## src/sv/ngh_pkg.sv

```systemverilog
// Shared types, constants and codes for the noise gate with hold.
`timescale 1ns / 1ps

package ngh_pkg;

    localparam int SAMPLE_W    = 24;
    localparam int GAIN_W      = 17;
    localparam int COEFF_W     = 16;
    localparam int HOLD_W      = 20;
    localparam int THRESH_W    = 24;
    localparam int MUL_A_W     = SAMPLE_W + 1;
    localparam int MUL_B_W     = GAIN_W + 1;
    localparam int PROD_W      = MUL_A_W + MUL_B_W;
    localparam int CFG_INDEX_W = 3;
    localparam int CFG_DATA_W  = 24;

    localparam logic [GAIN_W-1:0] GAIN_ONE    = 17'd65536;
    localparam logic [GAIN_W-1:0] SNAP_OPEN   = 17'd65470;
    localparam logic [GAIN_W-1:0] SNAP_CLOSED = 17'd66;

    localparam logic [CFG_INDEX_W-1:0] REG_GATE_ENABLE     = 3'd0;
    localparam logic [CFG_INDEX_W-1:0] REG_THRESHOLD_LEVEL = 3'd1;
    localparam logic [CFG_INDEX_W-1:0] REG_ATTACK_COEFF    = 3'd2;
    localparam logic [CFG_INDEX_W-1:0] REG_RELEASE_COEFF   = 3'd3;
    localparam logic [CFG_INDEX_W-1:0] REG_HOLD_LENGTH     = 3'd4;

    localparam logic [THRESH_W-1:0] THRESHOLD_RESET = 24'd8389;

    typedef enum logic [2:0] {
        PH_CLOSED  = 3'd0,
        PH_OPENING = 3'd1,
        PH_OPEN    = 3'd2,
        PH_HOLDING = 3'd3,
        PH_CLOSING = 3'd4
    } phase_t;

    typedef enum logic [2:0] {
        CTL_IDLE  = 3'd0,
        CTL_ENV   = 3'd1,
        CTL_GAIN  = 3'd2,
        CTL_UPD   = 3'd3,
        CTL_SCALE = 3'd4
    } ctl_state_t;

    typedef struct packed {
        logic                gate_enable;
        logic [THRESH_W-1:0] threshold_level;
        logic [COEFF_W-1:0]  attack_coeff;
        logic [COEFF_W-1:0]  release_coeff;
        logic [HOLD_W-1:0]   hold_length;
    } cfg_t;

    typedef struct packed {
        logic load;
        logic env;
        logic gain;
        logic upd;
        logic emit;
    } dp_cmd_t;

    typedef struct packed {
        logic enabled;
        logic out_free;
    } dp_status_t;

endpackage

```

## src/sv/noise_gate_with_hold_core.sv

```systemverilog
// Top level of the stereo noise gate with hold: configuration registers and core wiring.
`timescale 1ns / 1ps

// Stereo noise gate with hold, attack and release. Each input item is one
// frame of two signed 24-bit samples; each frame yields exactly one result
// item with both samples multiplied by the current gain (Q1.16, floor of
// sample * gain / 65536), the gain applied and the gate phase (0 closed,
// 1 opening, 2 open, 3 holding, 4 closing). A peak envelope jumps up to the
// frame's largest magnitude and decays with release_coeff; the gate opens
// when the envelope reaches threshold_level, holds for hold_length frames
// once it drops below, then closes. Steps of an enabled frame: accept,
// envelope products, gain product, phase update, sample scaling; the
// multiplying steps share one pair of 25x18 multipliers. With gate_enable
// low a frame goes from accept straight to sample scaling, passes unchanged
// with gain 65536 and leaves all gate state frozen. Only one frame is in
// the core at a time: the input stalls from acceptance until the scaling
// step emits the result, and longer while the scaling step waits for
// the output register to be taken. Write configuration registers only while
// the core is idle.

module noise_gate_with_hold_core
(
    input  logic                                    clk,
    input  logic                                    rst_n,
    input  logic                                    cfg_write,
    input  logic        [ngh_pkg::CFG_INDEX_W-1:0]  cfg_index,
    input  logic        [ngh_pkg::CFG_DATA_W-1:0]   cfg_data,
    input  logic                                    in_valid,
    output logic                                    in_stall,
    input  logic signed [ngh_pkg::SAMPLE_W-1:0]     left_sample,
    input  logic signed [ngh_pkg::SAMPLE_W-1:0]     right_sample,
    output logic                                    out_valid,
    input  logic                                    out_stall,
    output logic signed [ngh_pkg::SAMPLE_W-1:0]     gated_left,
    output logic signed [ngh_pkg::SAMPLE_W-1:0]     gated_right,
    output logic        [ngh_pkg::GAIN_W-1:0]       gain_now,
    output logic        [2:0]                       gate_phase
);

    ngh_pkg::cfg_t       cfg_reg;
    ngh_pkg::dp_cmd_t    cmd;
    ngh_pkg::dp_status_t status;

    // Register file: decode the index, keep the low bits of the data word.
    always_ff @(posedge clk or negedge rst_n)
    begin
        if (!rst_n)
        begin
            cfg_reg.gate_enable     <= 1'b1;
            cfg_reg.threshold_level <= ngh_pkg::THRESHOLD_RESET;
            cfg_reg.attack_coeff    <= '0;
            cfg_reg.release_coeff   <= '0;
            cfg_reg.hold_length     <= '0;
        end
        else if (cfg_write)
        begin
            unique case (cfg_index)
                ngh_pkg::REG_GATE_ENABLE:
                begin
                    cfg_reg.gate_enable <= cfg_data[0];
                end
                ngh_pkg::REG_THRESHOLD_LEVEL:
                begin
                    cfg_reg.threshold_level <= cfg_data[ngh_pkg::THRESH_W-1:0];
                end
                ngh_pkg::REG_ATTACK_COEFF:
                begin
                    cfg_reg.attack_coeff <= cfg_data[ngh_pkg::COEFF_W-1:0];
                end
                ngh_pkg::REG_RELEASE_COEFF:
                begin
                    cfg_reg.release_coeff <= cfg_data[ngh_pkg::COEFF_W-1:0];
                end
                ngh_pkg::REG_HOLD_LENGTH:
                begin
                    cfg_reg.hold_length <= cfg_data[ngh_pkg::HOLD_W-1:0];
                end
                default:
                begin
                    // Drop writes to unused indexes.
                end
            endcase
        end
    end

    // Sequence each frame through the datapath steps.
    ngh_ctrl u_ctrl
    (
        .clk      (clk),
        .rst_n    (rst_n),
        .in_valid (in_valid),
        .in_stall (in_stall),
        .status   (status),
        .cmd      (cmd)
    );

    // Hold samples, envelope, gate state and the output register.
    ngh_datapath u_datapath
    (
        .clk          (clk),
        .rst_n        (rst_n),
        .cfg          (cfg_reg),
        .cmd          (cmd),
        .status       (status),
        .left_sample  (left_sample),
        .right_sample (right_sample),
        .out_stall    (out_stall),
        .out_valid    (out_valid),
        .gated_left   (gated_left),
        .gated_right  (gated_right),
        .gain_now     (gain_now),
        .gate_phase   (gate_phase)
    );

endmodule

```

## src/sv/ngh_ctrl.sv

```systemverilog
// Sequencer that steps one frame through the shared multiplier datapath.
`timescale 1ns / 1ps

module ngh_ctrl
(
    input  logic               clk,
    input  logic               rst_n,
    input  logic               in_valid,
    output logic               in_stall,
    input  ngh_pkg::dp_status_t status,
    output ngh_pkg::dp_cmd_t   cmd
);

    ngh_pkg::ctl_state_t state_reg;
    ngh_pkg::ctl_state_t state_next;

    always_ff @(posedge clk or negedge rst_n)
    begin
        if (!rst_n)
        begin
            state_reg <= ngh_pkg::CTL_IDLE;
        end
        else
        begin
            state_reg <= state_next;
        end
    end

    always_comb
    begin
        state_next = state_reg;
        cmd        = '0;
        in_stall   = 1'b1;
        unique case (state_reg)
            ngh_pkg::CTL_IDLE:
            begin
                in_stall = 1'b0;
                if (in_valid)
                begin
                    cmd.load   = 1'b1;
                    state_next = status.enabled ? ngh_pkg::CTL_ENV : ngh_pkg::CTL_SCALE;
                end
            end
            ngh_pkg::CTL_ENV:
            begin
                cmd.env    = 1'b1;
                state_next = ngh_pkg::CTL_GAIN;
            end
            ngh_pkg::CTL_GAIN:
            begin
                cmd.gain   = 1'b1;
                state_next = ngh_pkg::CTL_UPD;
            end
            ngh_pkg::CTL_UPD:
            begin
                cmd.upd    = 1'b1;
                state_next = ngh_pkg::CTL_SCALE;
            end
            ngh_pkg::CTL_SCALE:
            begin
                if (status.out_free)
                begin
                    cmd.emit   = 1'b1;
                    state_next = ngh_pkg::CTL_IDLE;
                end
            end
            default:
            begin
                state_next = ngh_pkg::CTL_IDLE;
            end
        endcase
    end

    // A blocked result keeps the sequencer parked on the scaling step.
    a_scale_waits: assert property (@(posedge clk) disable iff (!rst_n)
        (state_reg == ngh_pkg::CTL_SCALE && !status.out_free)
            |=> (state_reg == ngh_pkg::CTL_SCALE))
        else $error("sequencer left the scaling step while the output was full");

    // A disabled frame skips the gate update entirely.
    a_bypass_path: assert property (@(posedge clk) disable iff (!rst_n)
        (cmd.load && !status.enabled) |=> (state_reg == ngh_pkg::CTL_SCALE))
        else $error("disabled frame did not go straight to scaling");

endmodule

```

## src/sv/ngh_datapath.sv

```systemverilog
// Envelope, gate phase, gain and sample scaling on a shared pair of multipliers.
`timescale 1ns / 1ps

module ngh_datapath
(
    input  logic                                 clk,
    input  logic                                 rst_n,
    input  ngh_pkg::cfg_t                        cfg,
    input  ngh_pkg::dp_cmd_t                     cmd,
    output ngh_pkg::dp_status_t                  status,
    input  logic signed [ngh_pkg::SAMPLE_W-1:0]  left_sample,
    input  logic signed [ngh_pkg::SAMPLE_W-1:0]  right_sample,
    input  logic                                 out_stall,
    output logic                                 out_valid,
    output logic signed [ngh_pkg::SAMPLE_W-1:0]  gated_left,
    output logic signed [ngh_pkg::SAMPLE_W-1:0]  gated_right,
    output logic        [ngh_pkg::GAIN_W-1:0]    gain_now,
    output logic        [2:0]                    gate_phase
);

    localparam int SW = ngh_pkg::SAMPLE_W;
    localparam int GW = ngh_pkg::GAIN_W;
    localparam int PW = ngh_pkg::PROD_W;

    logic signed [SW-1:0]          left_reg;
    logic signed [SW-1:0]          right_reg;
    logic        [SW-1:0]          peak_reg;
    logic                          bypass_reg;
    logic        [SW-1:0]          env_reg;
    logic        [GW-1:0]          gain_reg;
    logic        [GW-1:0]          gain_next;
    ngh_pkg::phase_t               phase_reg;
    ngh_pkg::phase_t               phase_next;
    logic        [ngh_pkg::HOLD_W-1:0] hold_reg;
    logic        [ngh_pkg::HOLD_W-1:0] hold_next;
    logic signed [PW-1:0]          prod_a_reg;
    logic signed [PW-1:0]          prod_b_reg;
    logic                          out_valid_reg;
    logic signed [SW-1:0]          gated_left_reg;
    logic signed [SW-1:0]          gated_right_reg;
    logic        [GW-1:0]          gain_now_reg;
    logic        [2:0]             gate_phase_reg;

    logic        [SW-1:0]          mag_left;
    logic        [SW-1:0]          mag_right;
    logic        [GW-1:0]          scale_gain;
    logic signed [ngh_pkg::MUL_A_W-1:0] mul_a_x;
    logic signed [ngh_pkg::MUL_B_W-1:0] mul_a_y;
    logic signed [ngh_pkg::MUL_A_W-1:0] mul_b_x;
    logic signed [ngh_pkg::MUL_B_W-1:0] mul_b_y;
    logic signed [PW-1:0]          prod_a;
    logic signed [PW-1:0]          prod_b;
    logic        [PW-1:0]          env_sum;
    logic        [GW-1:0]          gain_step;
    logic        [GW:0]            gain_sum;
    logic                          above;
    logic        [ngh_pkg::HOLD_W-1:0] hold_dec;

    assign mag_left  = left_sample[SW-1]  ? (~left_sample + 1'b1)  : left_sample;
    assign mag_right = right_sample[SW-1] ? (~right_sample + 1'b1) : right_sample;

    assign scale_gain = bypass_reg ? ngh_pkg::GAIN_ONE : gain_reg;

    // Operand select for the two multipliers, one use per step.
    always_comb
    begin
        mul_a_x = '0;
        mul_a_y = '0;
        mul_b_x = '0;
        mul_b_y = '0;
        if (cmd.env)
        begin
            mul_a_x = {1'b0, env_reg};
            mul_a_y = {2'b00, cfg.release_coeff};
            mul_b_x = {1'b0, peak_reg};
            mul_b_y = {1'b0, ngh_pkg::GAIN_ONE - {1'b0, cfg.release_coeff}};
        end
        else if (cmd.gain)
        begin
            if (phase_reg == ngh_pkg::PH_OPENING)
            begin
                mul_a_x = {8'd0, ngh_pkg::GAIN_ONE - gain_reg};
                mul_a_y = {1'b0, ngh_pkg::GAIN_ONE - {1'b0, cfg.attack_coeff}};
            end
            else
            begin
                mul_a_x = {8'd0, gain_reg};
                mul_a_y = {2'b00, cfg.release_coeff};
            end
        end
        else
        begin
            mul_a_x = {left_reg[SW-1], left_reg};
            mul_a_y = {1'b0, scale_gain};
            mul_b_x = {right_reg[SW-1], right_reg};
            mul_b_y = {1'b0, scale_gain};
        end
    end

    assign prod_a = mul_a_x * mul_a_y;
    assign prod_b = mul_b_x * mul_b_y;

    assign env_sum   = prod_a_reg + prod_b_reg;
    assign gain_step = prod_a_reg[32:16];
    assign gain_sum  = {1'b0, gain_reg} + {1'b0, gain_step};
    assign above     = (env_reg >= cfg.threshold_level);
    assign hold_dec  = (hold_reg != '0) ? (hold_reg - 1'b1) : '0;

    // Gate phase update on the fresh envelope and gain product.
    always_comb
    begin
        phase_next = phase_reg;
        gain_next  = gain_reg;
        hold_next  = hold_reg;
        unique case (phase_reg)
            ngh_pkg::PH_CLOSED:
            begin
                if (above)
                begin
                    phase_next = ngh_pkg::PH_OPENING;
                end
            end
            ngh_pkg::PH_OPENING:
            begin
                if (gain_sum >= {1'b0, ngh_pkg::SNAP_OPEN})
                begin
                    gain_next  = ngh_pkg::GAIN_ONE;
                    phase_next = ngh_pkg::PH_OPEN;
                end
                else
                begin
                    gain_next = gain_sum[GW-1:0];
                end
            end
            ngh_pkg::PH_OPEN:
            begin
                if (!above)
                begin
                    phase_next = ngh_pkg::PH_HOLDING;
                    hold_next  = cfg.hold_length;
                end
            end
            ngh_pkg::PH_HOLDING:
            begin
                if (above)
                begin
                    phase_next = ngh_pkg::PH_OPEN;
                end
                else
                begin
                    hold_next = hold_dec;
                    if (hold_dec == '0)
                    begin
                        phase_next = ngh_pkg::PH_CLOSING;
                    end
                end
            end
            ngh_pkg::PH_CLOSING:
            begin
                if (gain_step < ngh_pkg::SNAP_CLOSED)
                begin
                    gain_next  = '0;
                    phase_next = ngh_pkg::PH_CLOSED;
                end
                else
                begin
                    gain_next = gain_step;
                end
            end
            default:
            begin
                phase_next = ngh_pkg::PH_CLOSED;
            end
        endcase
    end

    always_ff @(posedge clk or negedge rst_n)
    begin
        if (!rst_n)
        begin
            env_reg       <= '0;
            gain_reg      <= '0;
            phase_reg     <= ngh_pkg::PH_CLOSED;
            hold_reg      <= '0;
            bypass_reg    <= 1'b0;
            out_valid_reg <= 1'b0;
        end
        else
        begin
            if (cmd.load)
            begin
                bypass_reg <= !cfg.gate_enable;
            end
            if (cmd.gain)
            begin
                env_reg <= (peak_reg > env_reg) ? peak_reg : env_sum[39:16];
            end
            if (cmd.upd)
            begin
                gain_reg  <= gain_next;
                phase_reg <= phase_next;
                hold_reg  <= hold_next;
            end
            if (cmd.emit)
            begin
                out_valid_reg <= 1'b1;
            end
            else if (!out_stall)
            begin
                out_valid_reg <= 1'b0;
            end
        end
    end

    always_ff @(posedge clk)
    begin
        if (cmd.load)
        begin
            left_reg  <= left_sample;
            right_reg <= right_sample;
            peak_reg  <= (mag_left > mag_right) ? mag_left : mag_right;
        end
        if (cmd.env || cmd.gain)
        begin
            prod_a_reg <= prod_a;
        end
        if (cmd.env)
        begin
            prod_b_reg <= prod_b;
        end
        if (cmd.emit)
        begin
            gated_left_reg  <= prod_a[39:16];
            gated_right_reg <= prod_b[39:16];
            gain_now_reg    <= scale_gain;
            gate_phase_reg  <= phase_reg;
        end
    end

    assign status.enabled  = cfg.gate_enable;
    assign status.out_free = !out_valid_reg || !out_stall;

    assign out_valid   = out_valid_reg;
    assign gated_left  = gated_left_reg;
    assign gated_right = gated_right_reg;
    assign gain_now    = gain_now_reg;
    assign gate_phase  = gate_phase_reg;

    a_gain_range: assert property (@(posedge clk) disable iff (!rst_n)
        gain_reg <= ngh_pkg::GAIN_ONE)
        else $error("gain above unity");

    a_closed_mute: assert property (@(posedge clk) disable iff (!rst_n)
        (phase_reg == ngh_pkg::PH_CLOSED) |-> (gain_reg == '0))
        else $error("closed gate with nonzero gain");

    a_open_unity: assert property (@(posedge clk) disable iff (!rst_n)
        (phase_reg == ngh_pkg::PH_OPEN || phase_reg == ngh_pkg::PH_HOLDING)
            |-> (gain_reg == ngh_pkg::GAIN_ONE))
        else $error("open or holding gate below unity gain");

    a_emit_free: assert property (@(posedge clk) disable iff (!rst_n)
        cmd.emit |-> (!out_valid_reg || !out_stall))
        else $error("result overwrote an item not yet taken");

endmodule

```

## config.mk

```make
export PLATFORM = sky130hd
export DESIGN_NAME = noise_gate_with_hold_core
export DESIGN_NICKNAME = d
export VERILOG_FILES = /design/src/sv/ngh_pkg.sv /design/src/sv/noise_gate_with_hold_core.sv /design/src/sv/ngh_ctrl.sv /design/src/sv/ngh_datapath.sv
export SDC_FILE = /design/constraint.sdc
export NUM_CORES = 2
export LEC_CHECK = 0
export BUFFER_PORTS_ARGS = -buffer_cell sky130_fd_sc_hd__buf_2
export CORE_ASPECT_RATIO = 1.1
export CORE_UTILIZATION = 45
export CTS_CLUSTER_DIAMETER = 40
export DETAILED_ROUTE_END_ITERATION = 16
export PLACE_DENSITY = 0.61
export SYNTH_ARGS = -nofsm -noshare
export SYNTH_HDL_FRONTEND = slang
export SYNTH_SLANG_ARGS = --single-unit
export TNS_END_PERCENT = 30
```

## constraint.sdc

```tcl
create_clock -name clk -period 9.82 [get_ports clk]
set_input_delay 1.473 -clock clk [delete_from_list [all_inputs] [get_ports clk]]
set_output_delay 1.473 -clock clk [all_outputs]
set_load 0.03 [all_outputs]
```

==> out/results.ini <==
[run_status]
run_status = complete, no violations

[detailed_routing]
routed-via-count = 38600
finalWirelength_um = 156000
initialDrtViolationCount = 3614
drt_pre_antenna_iters = 6
wire_per_inst_um = 22.3
drc = 0
vias_per_cell = 5.53
routed_antenna_nets = 0

[timing]
worst_slew_pin_slew_ns = 1.31
fmaxAchievable_ghz = 0.108
max_slew_headroom_pct = 12.0
post-route-period-util_pct = 93.9
period_needed_ns = 9.22
grt_setup_unrepaired = no
setup_viol = 0
finalSetupTns_ns = 0
finalHoldViolCount = 0
final_max_slew_viols = 0
worst_clock_skew_ns = 0.0375

[synth]
synth_area_um2 = 49500
syn-num-nets = 6545
synth_sequential_area_ratio_pct = 20.7
ys_types = 103
syn_inst = 5345
avgSynthCellArea_um2 = 9.27
synth-edff-count = 220
most_frequent_cell_after_synthesis = sky130_fd_sc_hd__inv_1
cell_accounting_for_the_most_synthesized_area = sky130_fd_sc_hd__fa_1
ys_top_cells_by_area = sky130_fd_sc_hd__fa_1 (32%), sky130_fd_sc_hd__edfxtp_1 (13%), sky130_fd_sc_hd__inv_1 (8.4%)
yosysTopAreaCellShare_pct = 32.0
synth-main-ff-cell = sky130_fd_sc_hd__edfxtp_1
synth.ff_latch_count = 366
synth_async_sr_flop_share_pct = 39.9
ys_warn_count = 0
synth_top_cells_by_count = sky130_fd_sc_hd__inv_1 (1109), sky130_fd_sc_hd__fa_1 (793), sky130_fd_sc_hd__nand2_1 (722)

[clock_tree]
clock_sinks = 366
clk_latency_ns = 0.67
clock_pin_slew_of_the_registers_on_the_worst_case_setup_and_hold_paths_ns = 0.06
deepest_level_of_the_cts_h_tree = 3
post_cts_hold_buffer_count = 0
clock_tree_from_tritoncts = built
cts_buffer_depth = 3
numCtsBuffers = 73
cts.repair_timing.setup_buffer_count = 0
clock-root-buffer = sky130_fd_sc_hd__clkbuf_16
cts_resized = 0

[layout]
layout.nets = 6708
share_of_layout_cells_above_drive_strength_1_pct = 9.88
core_occupancy_in_the_finished_layout_pct = 50.4
final_standard_cell_area_without_fillers_um2 = 55000
max_ffs_per_register = 77
num-fill-cells = 10200
synthToLayoutAreaGrowth_pct = 11.0
multi_input_area_um2 = 34400
area.sequential_um2 = 10300
antennaDiodeCount = 0

[floorplan]
std_cell_rows = 127
effective_utilization_at_floorplan_pct = 45.4
die_area_um2 = 111000
floorplan.io_pins = 150
die_x_um = 318
die_height_um = 350
core-area_um2 = 109000

[global_routing]
grt_first_pass_wirelength_um = 238000
grt_start_max_net_pins = 106
grt_pass1_vias = 39200
globalRouteTotalUtil_pct = 28.6
antenna_found_initial = 10
grt-ovfl-total = 0

[setup_path]
worst_path_largest_cell_delay_ns = 0.82
rr_startpoint = cfg_reg[39]
setup.worst_path.class = reg -> reg
r2r_end = u_datapath.gated_left[23]
cp-start-kind = flop
cp_slowest_cell = sky130_fd_sc_hd__a21oi_2
required_ns = 10.21
rr_worst_depth = 29
arrival_ns = 9.61
critical_path_endpoint_category = flop
reg_to_reg_slack_setup_ns = 0.60
cp_max_fo = 17
timing.critical_path.mode_cell = sky130_fd_sc_hd__fa_1

[placed_design]
dp.final_hpwl_um = 129000
dpl-instance-area_um2 = 52400
gpl.final_weighted_congestion = 0.976
io_buffers = 149

[worst_hold_path]
holdPathEnd = u_datapath.hold_reg[6]
launch_point_of_the_worst_hold_path = u_datapath.hold_reg[6]
worst_hold_path.num_cells = 2
min-delay-path-class = reg -> reg

[flow_run]
maxCapViolCount = 0

-- through the flow --
| step | worst slack, ns | instances | hold WS (ns) |
|---|---|---|---|
| final | 0.603 | 6987 | 0.501 |
| after global routing | 0.211 | 6987 | 0.523 |
| after CTS | 0.670 | 6987 | 0.500 |
| after detailed placement | 0.732 | 6852 | 0.487 |
| after global placement | 0.896 | 6852 | 0.482 |
| after floorplan | 1.63 | 5345 | 0.423 |
-- cell type report --
| type | instances | share of cell area [%] |
|---|---|---|
| multi-input cells | 3673 | 62.6 |
| repair buffers | 284 | 3.26 |
| clock buffers | 84 | 3.49 |
| flip-flops and latches | 366 | 18.7 |
| inverters | 1110 | 7.59 |
| well taps | 1419 | 3.23 |
| clock inverters | 51 | 1.18 |
-- cells in the final DEF (no fill, tap or decap), types with 11 or more instances in the layout --
cell type,n
sky130_fd_sc_hd__inv_1,1108
sky130_fd_sc_hd__fa_1,793
sky130_fd_sc_hd__nand2_1,721
sky130_fd_sc_hd__nor2_1,420
sky130_fd_sc_hd__ha_1,327
sky130_fd_sc_hd__edfxtp_1,220
sky130_fd_sc_hd__a21oi_1,164
sky130_fd_sc_hd__o21ai_0,158
sky130_fd_sc_hd__buf_2,148
sky130_fd_sc_hd__dfrtp_1,140
sky130_fd_sc_hd__buf_4,133
sky130_fd_sc_hd__xnor2_1,125
sky130_fd_sc_hd__xor2_1,80
sky130_fd_sc_hd__clkbuf_16,74
sky130_fd_sc_hd__a21o_1,72
sky130_fd_sc_hd__nor2b_1,56
sky130_fd_sc_hd__nor3_1,55
sky130_fd_sc_hd__mux2_2,54
sky130_fd_sc_hd__mux2i_1,45
sky130_fd_sc_hd__nand3_1,44
sky130_fd_sc_hd__o21a_1,41
sky130_fd_sc_hd__a22oi_1,40
sky130_fd_sc_hd__nand2b_1,35
sky130_fd_sc_hd__and3_1,29
sky130_fd_sc_hd__nand4_1,27
sky130_fd_sc_hd__and2_1,26
sky130_fd_sc_hd__a211oi_1,25
sky130_fd_sc_hd__or3_1,24
sky130_fd_sc_hd__a22o_1,24
sky130_fd_sc_hd__o21ai_1,23
sky130_fd_sc_hd__nor4_1,17
sky130_fd_sc_hd__o31ai_1,16
sky130_fd_sc_hd__o211ai_1,15
sky130_fd_sc_hd__or2_2,14
sky130_fd_sc_hd__a31oi_1,14
sky130_fd_sc_hd__or4_1,12
sky130_fd_sc_hd__inv_6,11
sky130_fd_sc_hd__o21ai_2,11
-- critical path, delay by kind of cell (launching register included) --
family | cells | cell delay (ns)
compound gates | 8 | 2.82
buf+inv | 5 | 0.53
simple gates | 7 | 1.47
flops | 1 | 0.43
fa+ha+maj | 7 | 3.36
xor+xnor | 2 | 0.31
-- per-layer routing --
metal | share of wire, % | track usage [%]
met5 | 0.046 | 0
met4 | 6.3 | 16.1
met3 | 7.9 | 5.09
met2 | 46 | 45.7
met1 | 40 | 36.8
-- how the worst max path moves through the flow --
stage | end | startpoint | cells after the start
after floorplan | u_datapath.gated_left[23] | u_ctrl.state_reg[1] | 30
after global placement | u_datapath.gated_left[23] | cfg_reg[39] | 29
after detailed placement | u_datapath.gated_left[23] | cfg_reg[39] | 29
after CTS | u_datapath.prod_a_reg[39] | cfg_reg[39] | 29
after global routing | u_datapath.gated_right[23] | u_ctrl.state_reg[1] | 29
final | u_datapath.gated_left[23] | cfg_reg[39] | 29
-- logic make-up after synthesis --
group	count (synthesis)	synth area share, %
multiplexers	99	2.14
AO/OA/AOI/OAI	712	9.38
flip-flops	366	20.7
XOR/XNOR	206	3.66
buffers and inverters	1306	10.0
AND/OR/NAND/NOR	1536	13.8
adder cells (fa/ha/maj)	1120	40.3
Power is not shown: default switching activity piles up to over one toggle a cycle in this logic, so the estimate is an artifact.
